===== config.mk =====
export PLATFORM = sky130hd
export DESIGN_NAME = bitmap_index_allocator_core_flat
export DESIGN_NICKNAME = d
export VERILOG_FILES = /design/src/hw/rtl/bia_pkg.sv /design/src/hw/rtl/bia_if.sv /design/src/hw/rtl/bitmap_index_allocator_core.sv /design/src/hw/rtl/bia_ram.sv /design/src/hw/rtl/bia_ctrl.sv /design/src/hw/rtl/bia_datapath.sv /design/src/flat_wrapper.sv
export SDC_FILE = /design/constraint.sdc
export NUM_CORES = 1
export LEC_CHECK = 0
export ABC_AREA = 1
export BUFFER_PORTS_ARGS = -buffer_cell sky130_fd_sc_hd__buf_2
export CAP_MARGIN = 20
export CORE_ASPECT_RATIO = 1.5
export CORE_MARGIN = 8
export CORE_UTILIZATION = 52
export DETAILED_ROUTE_END_ITERATION = 12
export PLACE_DENSITY = 0.7
export SLEW_MARGIN = 20
export SYNTH_ARGS = -nofsm -noshare
export SYNTH_HDL_FRONTEND = slang
export SYNTH_SLANG_ARGS = --single-unit

===== constraint.sdc =====
create_clock -name clk -period 3.8 [get_ports clk]
set_clock_uncertainty 0.05 [all_clocks]
set_input_delay 0.76 -clock clk [delete_from_list [all_inputs] [get_ports clk]]
set_output_delay 0.76 -clock clk [all_outputs]
set_load 0.05 [all_outputs]

===== src/hw/rtl/bia_pkg.sv =====
// Package for the bitmap index allocator.
// Holds field widths, parameter defaults, operation and state codes, and the
// command and status structs shared by the controller and the datapath.
package bia_pkg;

    localparam int MAX_SLOTS_DEF = 256;
    localparam int WORD_BITS_DEF = 8;

    localparam int SLOT_W = 8;
    localparam int CFG_W  = 9;

    localparam logic [CFG_W-1:0] CFG_RESET = 9'd256;

    typedef enum logic [0:0] {
        OP_ALLOC = 1'b0,
        OP_FREE  = 1'b1
    } op_t;

    typedef enum logic [1:0] {
        ST_IDLE,
        ST_READ,
        ST_EVAL
    } state_t;

    typedef struct packed {
        logic load;
        logic rd;
        logic commit;
    } cmd_t;

    typedef struct packed {
        logic out_busy;
    } sts_t;

endpackage


===== src/hw/rtl/bia_if.sv =====
// Channel interfaces of the bitmap index allocator.
// Request, response and configuration channels; depends on bia_pkg.
interface bia_req_if import bia_pkg::*; ();
    logic              valid;
    logic              ready;
    op_t               func;
    logic [SLOT_W-1:0] slot_index;

    modport source (output valid, output func, output slot_index, input ready);
    modport sink (input valid, input func, input slot_index, output ready);
endinterface

interface bia_rsp_if import bia_pkg::*; ();
    logic              valid;
    logic              ready;
    logic              status;
    logic [SLOT_W-1:0] granted_index;

    modport source (output valid, output status, output granted_index, input ready);
    modport sink (input valid, input status, input granted_index, output ready);
endinterface

interface bia_cfg_if import bia_pkg::*; ();
    logic             valid;
    logic             ready;
    logic [CFG_W-1:0] slots_in_use;

    modport source (output valid, output slots_in_use, input ready);
    modport sink (input valid, input slots_in_use, output ready);
endinterface


===== src/hw/rtl/bitmap_index_allocator_core.sv =====
// A result is registered after the load, map-read and evaluate states;
// evaluate holds while an earlier result is still waiting. Items go one at
// a time through the map RAM read and the read-modify-write of one map word
// per item; a free word is found from per-word full flags.
// Reset clears the whole map at once through per-word used flags.
// Depends on bia_pkg, bia_if, bia_ctrl and bia_datapath.
module bitmap_index_allocator_core import bia_pkg::*; #(
    parameter int MAX_SLOTS = MAX_SLOTS_DEF,
    parameter int WORD_BITS = WORD_BITS_DEF
) (
    input logic      clk,
    input logic      rst_n,
    bia_req_if.sink  req,
    bia_rsp_if.source rsp,
    bia_cfg_if.sink  cfg
);

    cmd_t cmd;
    sts_t sts;

    assign cfg.ready = 1'b1;

    bia_ctrl u_ctrl (
        .clk      (clk),
        .rst_n    (rst_n),
        .in_valid (req.valid),
        .in_ready (req.ready),
        .sts      (sts),
        .cmd      (cmd)
    );

    bia_datapath #(
        .MAX_SLOTS (MAX_SLOTS),
        .WORD_BITS (WORD_BITS)
    ) u_dp (
        .clk           (clk),
        .rst_n         (rst_n),
        .cmd           (cmd),
        .sts           (sts),
        .func          (req.func),
        .slot_index    (req.slot_index),
        .cfg_valid     (cfg.valid),
        .cfg_data      (cfg.slots_in_use),
        .out_ready     (rsp.ready),
        .out_valid     (rsp.valid),
        .status        (rsp.status),
        .granted_index (rsp.granted_index)
    );

endmodule


===== src/hw/rtl/bia_ram.sv =====
// Generic single-port-write, single-port-read RAM with registered read data.
// No dependencies.
module bia_ram #(
    parameter int WIDTH = 8,
    parameter int DEPTH = 32,
    parameter int ADDR_W = (DEPTH > 1) ? $clog2(DEPTH) : 1
) (
    input  logic              clk,
    input  logic              we,
    input  logic [ADDR_W-1:0] waddr,
    input  logic [WIDTH-1:0]  wdata,
    input  logic              re,
    input  logic [ADDR_W-1:0] raddr,
    output logic [WIDTH-1:0]  rdata
);

    logic [WIDTH-1:0] mem_reg [DEPTH];
    logic [WIDTH-1:0] rdata_reg;

    always_ff @(posedge clk)
    begin
        if (we)
        begin
            mem_reg[waddr] <= wdata;
        end
        if (re)
        begin
            rdata_reg <= mem_reg[raddr];
        end
    end

    assign rdata = rdata_reg;

endmodule


===== src/hw/rtl/bia_ctrl.sv =====
// Controller state machine of the bitmap index allocator.
// Sequences load, map read and commit; depends on bia_pkg.
module bia_ctrl import bia_pkg::*; (
    input  logic clk,
    input  logic rst_n,
    input  logic in_valid,
    output logic in_ready,
    input  sts_t sts,
    output cmd_t cmd
);

    state_t state_reg;
    state_t state_next;

    always_ff @(posedge clk or negedge rst_n)
    begin
        if (!rst_n)
        begin
            state_reg <= ST_IDLE;
        end
        else
        begin
            state_reg <= state_next;
        end
    end

    always_comb
    begin
        state_next = state_reg;
        in_ready   = 1'b0;
        cmd        = '0;
        unique case (state_reg)
            ST_IDLE:
            begin
                in_ready = 1'b1;
                if (in_valid)
                begin
                    cmd.load   = 1'b1;
                    state_next = ST_READ;
                end
            end
            ST_READ:
            begin
                cmd.rd     = 1'b1;
                state_next = ST_EVAL;
            end
            ST_EVAL:
            begin
                if (!sts.out_busy)
                begin
                    cmd.commit = 1'b1;
                    state_next = ST_IDLE;
                end
            end
            default:
            begin
                state_next = ST_IDLE;
            end
        endcase
    end

endmodule


===== src/hw/rtl/bia_datapath.sv =====
// Datapath of the bitmap index allocator: map RAM, per-word used and full
// flags, slot count register, search logic and the result register.
// Depends on bia_pkg and bia_ram.
module bia_datapath import bia_pkg::*; #(
    parameter int MAX_SLOTS = MAX_SLOTS_DEF,
    parameter int WORD_BITS = WORD_BITS_DEF
) (
    input  logic              clk,
    input  logic              rst_n,
    input  cmd_t              cmd,
    output sts_t              sts,
    input  op_t               func,
    input  logic [SLOT_W-1:0] slot_index,
    input  logic              cfg_valid,
    input  logic [CFG_W-1:0]  cfg_data,
    input  logic              out_ready,
    output logic              out_valid,
    output logic              status,
    output logic [SLOT_W-1:0] granted_index
);

    localparam int MAP_WORDS = (MAX_SLOTS + WORD_BITS - 1) / WORD_BITS;
    localparam int ADDR_W    = (MAP_WORDS > 1) ? $clog2(MAP_WORDS) : 1;
    localparam int BIT_W     = $clog2(WORD_BITS);
    localparam int TOTAL     = MAP_WORDS * WORD_BITS;
    localparam int CMP_W     = ($clog2(TOTAL + 1) > CFG_W) ? $clog2(TOTAL + 1) : CFG_W;
    localparam int TAB_N     = 2 ** SLOT_W;
    localparam logic [WORD_BITS-1:0] ONE_BIT = WORD_BITS'(1);

    logic [CFG_W-1:0]     cfg_reg;
    logic [MAP_WORDS-1:0] used_reg;
    logic [MAP_WORDS-1:0] full_reg;
    op_t                  op_reg;
    logic [ADDR_W-1:0]    addr_reg;
    logic [BIT_W-1:0]     bit_reg;
    logic                 pre_fail_reg;
    logic                 out_valid_reg;
    logic                 status_reg;
    logic [SLOT_W-1:0]    granted_reg;

    logic [ADDR_W-1:0]    word_tab [TAB_N];
    logic [BIT_W-1:0]     bit_tab [TAB_N];

    logic [CMP_W-1:0]     limit;
    logic [ADDR_W-1:0]    free_word;
    logic                 any_free_word;
    logic [WORD_BITS-1:0] rd_word;
    logic [WORD_BITS-1:0] cur_word;
    logic [BIT_W-1:0]     zero_bit;
    logic [CMP_W-1:0]     alloc_idx;
    logic [WORD_BITS-1:0] new_word;
    logic                 fail;

    for (genvar g = 0; g < TAB_N; g++)
    begin : g_tab
        assign word_tab[g] = ADDR_W'(g / WORD_BITS);
        assign bit_tab[g]  = BIT_W'(g % WORD_BITS);
    end

    assign limit = (CMP_W'(cfg_reg) > CMP_W'(MAX_SLOTS)) ? CMP_W'(MAX_SLOTS)
                                                         : CMP_W'(cfg_reg);

    always_comb
    begin
        free_word     = '0;
        any_free_word = 1'b0;
        for (int i = MAP_WORDS - 1; i >= 0; i--)
        begin
            if (!full_reg[i])
            begin
                free_word     = ADDR_W'(i);
                any_free_word = 1'b1;
            end
        end
    end

    bia_ram #(
        .WIDTH (WORD_BITS),
        .DEPTH (MAP_WORDS)
    ) u_map (
        .clk   (clk),
        .we    (cmd.commit && !fail),
        .waddr (addr_reg),
        .wdata (new_word),
        .re    (cmd.rd),
        .raddr (addr_reg),
        .rdata (rd_word)
    );

    always_comb
    begin
        cur_word = used_reg[addr_reg] ? rd_word : '0;
        zero_bit = '0;
        for (int b = WORD_BITS - 1; b >= 0; b--)
        begin
            if (!cur_word[b])
            begin
                zero_bit = BIT_W'(b);
            end
        end
        alloc_idx = CMP_W'(addr_reg) * CMP_W'(WORD_BITS) + CMP_W'(zero_bit);
        if (op_reg == OP_FREE)
        begin
            new_word = cur_word & ~(ONE_BIT << bit_reg);
            fail     = pre_fail_reg || !cur_word[bit_reg];
        end
        else
        begin
            new_word = cur_word | (ONE_BIT << zero_bit);
            fail     = pre_fail_reg || (alloc_idx >= limit);
        end
    end

    always_ff @(posedge clk or negedge rst_n)
    begin
        if (!rst_n)
        begin
            cfg_reg       <= CFG_RESET;
            used_reg      <= '0;
            full_reg      <= '0;
            out_valid_reg <= 1'b0;
        end
        else
        begin
            if (cfg_valid)
            begin
                cfg_reg <= cfg_data;
            end
            if (cmd.commit && !fail)
            begin
                used_reg[addr_reg] <= 1'b1;
                full_reg[addr_reg] <= &new_word;
            end
            out_valid_reg <= cmd.commit || (out_valid_reg && !out_ready);
        end
    end

    always_ff @(posedge clk)
    begin
        if (cmd.load)
        begin
            op_reg <= func;
            if (func == OP_FREE)
            begin
                addr_reg     <= word_tab[slot_index];
                bit_reg      <= bit_tab[slot_index];
                pre_fail_reg <= CMP_W'(slot_index) >= limit;
            end
            else
            begin
                addr_reg     <= free_word;
                bit_reg      <= '0;
                pre_fail_reg <= !any_free_word;
            end
        end
        if (cmd.commit)
        begin
            status_reg  <= fail;
            granted_reg <= (op_reg == OP_ALLOC && !fail) ? SLOT_W'(alloc_idx) : '0;
        end
    end

    assign sts.out_busy  = out_valid_reg && !out_ready;
    assign out_valid     = out_valid_reg;
    assign status        = status_reg;
    assign granted_index = granted_reg;

endmodule

===== src/flat_wrapper.sv =====
// flat-port wrapper written by rule: the top's interface ports become plain ports
module bitmap_index_allocator_core_flat import bia_pkg::*;
#(
    parameter int MAX_SLOTS = MAX_SLOTS_DEF,
    parameter int WORD_BITS = WORD_BITS_DEF
)
  (clk, rst_n, req_valid, req_func, req_slot_index, req_ready, rsp_valid, rsp_status, rsp_granted_index, rsp_ready, cfg_valid, cfg_slots_in_use, cfg_ready);
  bia_req_if req_i ();
  bia_rsp_if rsp_i ();
  bia_cfg_if cfg_i ();
  input logic clk;
  input logic rst_n;
  input wire logic [$bits(req_i.valid)-1:0] req_valid;
  input wire logic [$bits(req_i.func)-1:0] req_func;
  input wire logic [$bits(req_i.slot_index)-1:0] req_slot_index;
  output wire logic [$bits(req_i.ready)-1:0] req_ready;
  output wire logic [$bits(rsp_i.valid)-1:0] rsp_valid;
  output wire logic [$bits(rsp_i.status)-1:0] rsp_status;
  output wire logic [$bits(rsp_i.granted_index)-1:0] rsp_granted_index;
  input wire logic [$bits(rsp_i.ready)-1:0] rsp_ready;
  input wire logic [$bits(cfg_i.valid)-1:0] cfg_valid;
  input wire logic [$bits(cfg_i.slots_in_use)-1:0] cfg_slots_in_use;
  output wire logic [$bits(cfg_i.ready)-1:0] cfg_ready;
  assign req_i.valid = req_valid;
  assign req_i.func = req_func;
  assign req_i.slot_index = req_slot_index;
  assign req_ready = req_i.ready;
  assign rsp_valid = rsp_i.valid;
  assign rsp_status = rsp_i.status;
  assign rsp_granted_index = rsp_i.granted_index;
  assign rsp_i.ready = rsp_ready;
  assign cfg_i.valid = cfg_valid;
  assign cfg_i.slots_in_use = cfg_slots_in_use;
  assign cfg_ready = cfg_i.ready;
  bitmap_index_allocator_core #(.MAX_SLOTS(MAX_SLOTS), .WORD_BITS(WORD_BITS)) u_core (.clk(clk), .rst_n(rst_n), .req(req_i), .rsp(rsp_i), .cfg(cfg_i));
endmodule

==> summary.txt <==
First-pass GRT wire length - 62600 µm
Overall Global Routing Usage - 23.8%
Clock insertion delay at the later pin of the skew report - 0.59 ns
Status - complete, but fails checks
Fin cells - 1758
Core area - 28000 µm²
Worst Setup End Kind - flip-flop
Violated checks - negative setup slack
Vias in the first global route - 10800
RSZ-0062 raised after global routing - yes
Final Cycle Share - 112%
Worst EP arrival - 4.50 ns
Critical-path top delay cell - edfxtp_1
Syn Area/Cell - 12.5 µm²
Crit path launch type - flip-flop
Initial core utilization - 52.9%
Fillers - 1976
Antenna fix cells - 0
Max reg flops - 256
Power Dens Cells - 536 nW/µm²
IO Count - 35
Placed cells - 1659
Initial antenna violation count - 1
Die height - 223 µm
Largest net degree at the start of global routing - 77
CTS sink cnt - 359
Max-slew violations - 0
Die W - 154 µm
Post-synth top area cell - edfxtp_1
Max-cap violations - 0
Worst-margin pin slew - 0.957 ns
Ranking of synthesized cells by area - edfxtp_1 (57%), dfrtp_1 (13%), a22oi_1 (6.7%), nand2_1 (6.1%), inv_1 (2.6%)
# rows - 75
Layout cells sized above 1 - 27.5%
Final Hold Vio Count - 0
Yosys warnings - 0
Lkg Pwr - 7.25 nW
Critical path type - reg -> reg
CP Data Required Time - 4.04 ns
Vias per cell - 6.08
Final setup viols - 328
Util after Layout - 65.6%
H-Tree Depth - 1
Synth Register Bits - 359
TritonCTS clock tree - built
Hold buffer count at CTS - 0
Clock Path Buffers - 3
Grt ovf - 0
Worst hold slack - 0.132 ns
PnR worst setup slack - -0.463 ns
Port Buffers - 33
DR iter-0 viols - 1026
Rel. slew slack - 36.1%
Unique masters post-synth - 44
Total CTS buffers - 31
Hold crit path type - in -> async
Root buffer cell - clkbuf_16
# DRC - 0
DRT Pass-1 Iters - 5
Critical Path Fanout Max - 7
Area delta synth->final - 23.9%
GP Congestion - 1.02
Via count - 10700
Min cycle time layout - 4.26 ns
Fin nets - 1426
Syn Std Cell Area - 14800 µm²
Slowest stage delay, CP - 0.42 ns
Hpwl dp - 27100 µm
Ys async rst share - 21.2%
Post-synth EDFFs - 283
Max Freq - 235 MHz
Syn Nets - 1228
Peak VDD IR - 0.592 mV
Routed Wire Length - 42000 µm
Top cell type's share of synthesized area - 57.4%
Die Area - 34200 µm²
Remaining antenna violation count - 0
Synthesized instance count - 1189
Top FF cell, synth - edfxtp_1
DR WL/cell - 23.9 µm
Sequential-to-total area share from yosys stat - 70.2%
Clock Pin Slew Worst Setup and Hold Paths - 0.07 ns
==> timing repair <==
action / in CTS / in global routing
setup endpoints to repair: 328 / 329
pin swaps: 10 / 13
setup buffers: 12 / 8
gates resized for setup: 55 / 98
gates cloned: 11 / 10
==> critical path: cells and delay by family, from the launching register on <==
| kind | cells | cell delay, ns |
|---|---|---|
| and+or+nand+nor | 13 | 1.46 |
| AOI/OAI and AO/OA | 9 | 1.07 |
| buffers and inverters | 6 | 0.74 |
| DFF | 1 | 0.42 |
| adders and majority gates | 1 | 0.23 |
==> Yosys cell counts, types with 6 or more instances <==
library cell,instances
nand4_1,38
a22oi_1,133
nor4_1,9
nand3_1,14
inv_2,10
a21oi_1,72
buf_6,6
o22ai_1,9
dfrtp_1,75
clkbuf_1,25
or2_2,16
nand2_2,7
nor2_1,28
o21ai_0,19
nor2_4,7
clkinv_1,8
nand2_1,241
ha_1,16
nor2_2,9
o21ai_1,12
nor3_1,7
edfxtp_1,283
inv_1,103
==> cell families after synthesis <==
| logic type | share of synthesized area [%] |
|---|---|
| AOI/OAI and AO/OA | 11.9 |
| adders and majority gates | 1.35 |
| buffers and inverters | 4.51 |
| DFF | 70.2 |
| other | 0.0253 |
| and+or+nand+nor | 12.0 |
==> layer usage <==
layer | track usage [%] | vias up | part of all wire, %
met2 | 43.4 | 475 | 53
li1 | - | 4723 | -
met4 | 13.1 | 0 | 5.9
met1 | 26.7 | 5334 | 36
met5 | 0 | - | 0
met3 | 2.74 | 148 | 5.5
==> cells in the final DEF (no fill, tap or decap), types with 17 or more instances in the layout <==
cell type	count
buf_4	126
clkbuf_16	31
a21oi_1	70
inv_1	77
dfrtp_1	75
nand2_1	215
buf_2	32
a22oi_1	130
nor2_1	27
o21ai_0	17
nand4_1	38
buf_6	17
edfxtp_1	283
==> final cells by class <==
| class | count | area (µm²) | area share (%) |
|---|---|---|---|
| multi-input cells | 670 | 4210 | 23.0 |
| flip-flops and latches | 359 | 10400 | 56.7 |
| repair inverters | 20 | 155 | 0.846 |
| clock inverters | 16 | 198 | 1.08 |
| repair buffers | 184 | 1460 | 7.95 |
| inverters | 121 | 621 | 3.38 |
| well taps | 346 | 433 | 2.36 |
| clock buffers | 42 | 867 | 4.73 |
==> stage by stage <==
stage | total power, W | worst slack (ns) | TNS, ns | cell area (µm²)
floorplan | 0.00566 | -0.0854 | -14.85 | 14900
global placement | 0.00642 | -0.470 | -113.41 | 16300
detailed placement | 0.00645 | -0.632 | -170.20 | 16300
CTS | 0.00974 | -0.417 | -113.58 | 17800
global route | 0.0101 | -0.691 | -194.59 | 18300
finish | 0.00984 | -0.463 | -121.60 | 18300
==> power by group <==
part	switching [W]	total [W]	internal, W	leakage, nW
clock network	0.00141	0.00329	0.00188	0.522
logic	0.00131	0.00187	0.000557	3.22
registers	0.0000758	0.00468	0.00461	3.51
total	0.00280	0.00984	0.00704	7.25
==> worst paths after layout <==
| check | startpoint | endpoint | slack [ns] | cells after the start |
|---|---|---|---|---|
| worst max-delay path | u_core.u_dp.addr_reg[1] | u_core.u_dp.u_map.mem_reg[4][4] | -0.46 | 29 |
| worst min-delay path | rst_n | u_core.u_ctrl.state_reg[1] | 0.13 | 1 |
| worst max register to register | u_core.u_dp.addr_reg[1] | u_core.u_dp.u_map.mem_reg[4][4] | -0.46 | 29 |
| worst min register to register | u_core.u_dp.used_reg[14] | u_core.u_dp.used_reg[14] | 0.40 | 2 |
| max in group asynchronous | rst_n | u_core.u_dp.full_reg[22] | 3.00 | 1 |
| min in group clk | cfg_slots_in_use[4] | u_core.u_dp.cfg_reg[4] | 0.34 | 3 |
(Power assumes the default switching activity.)
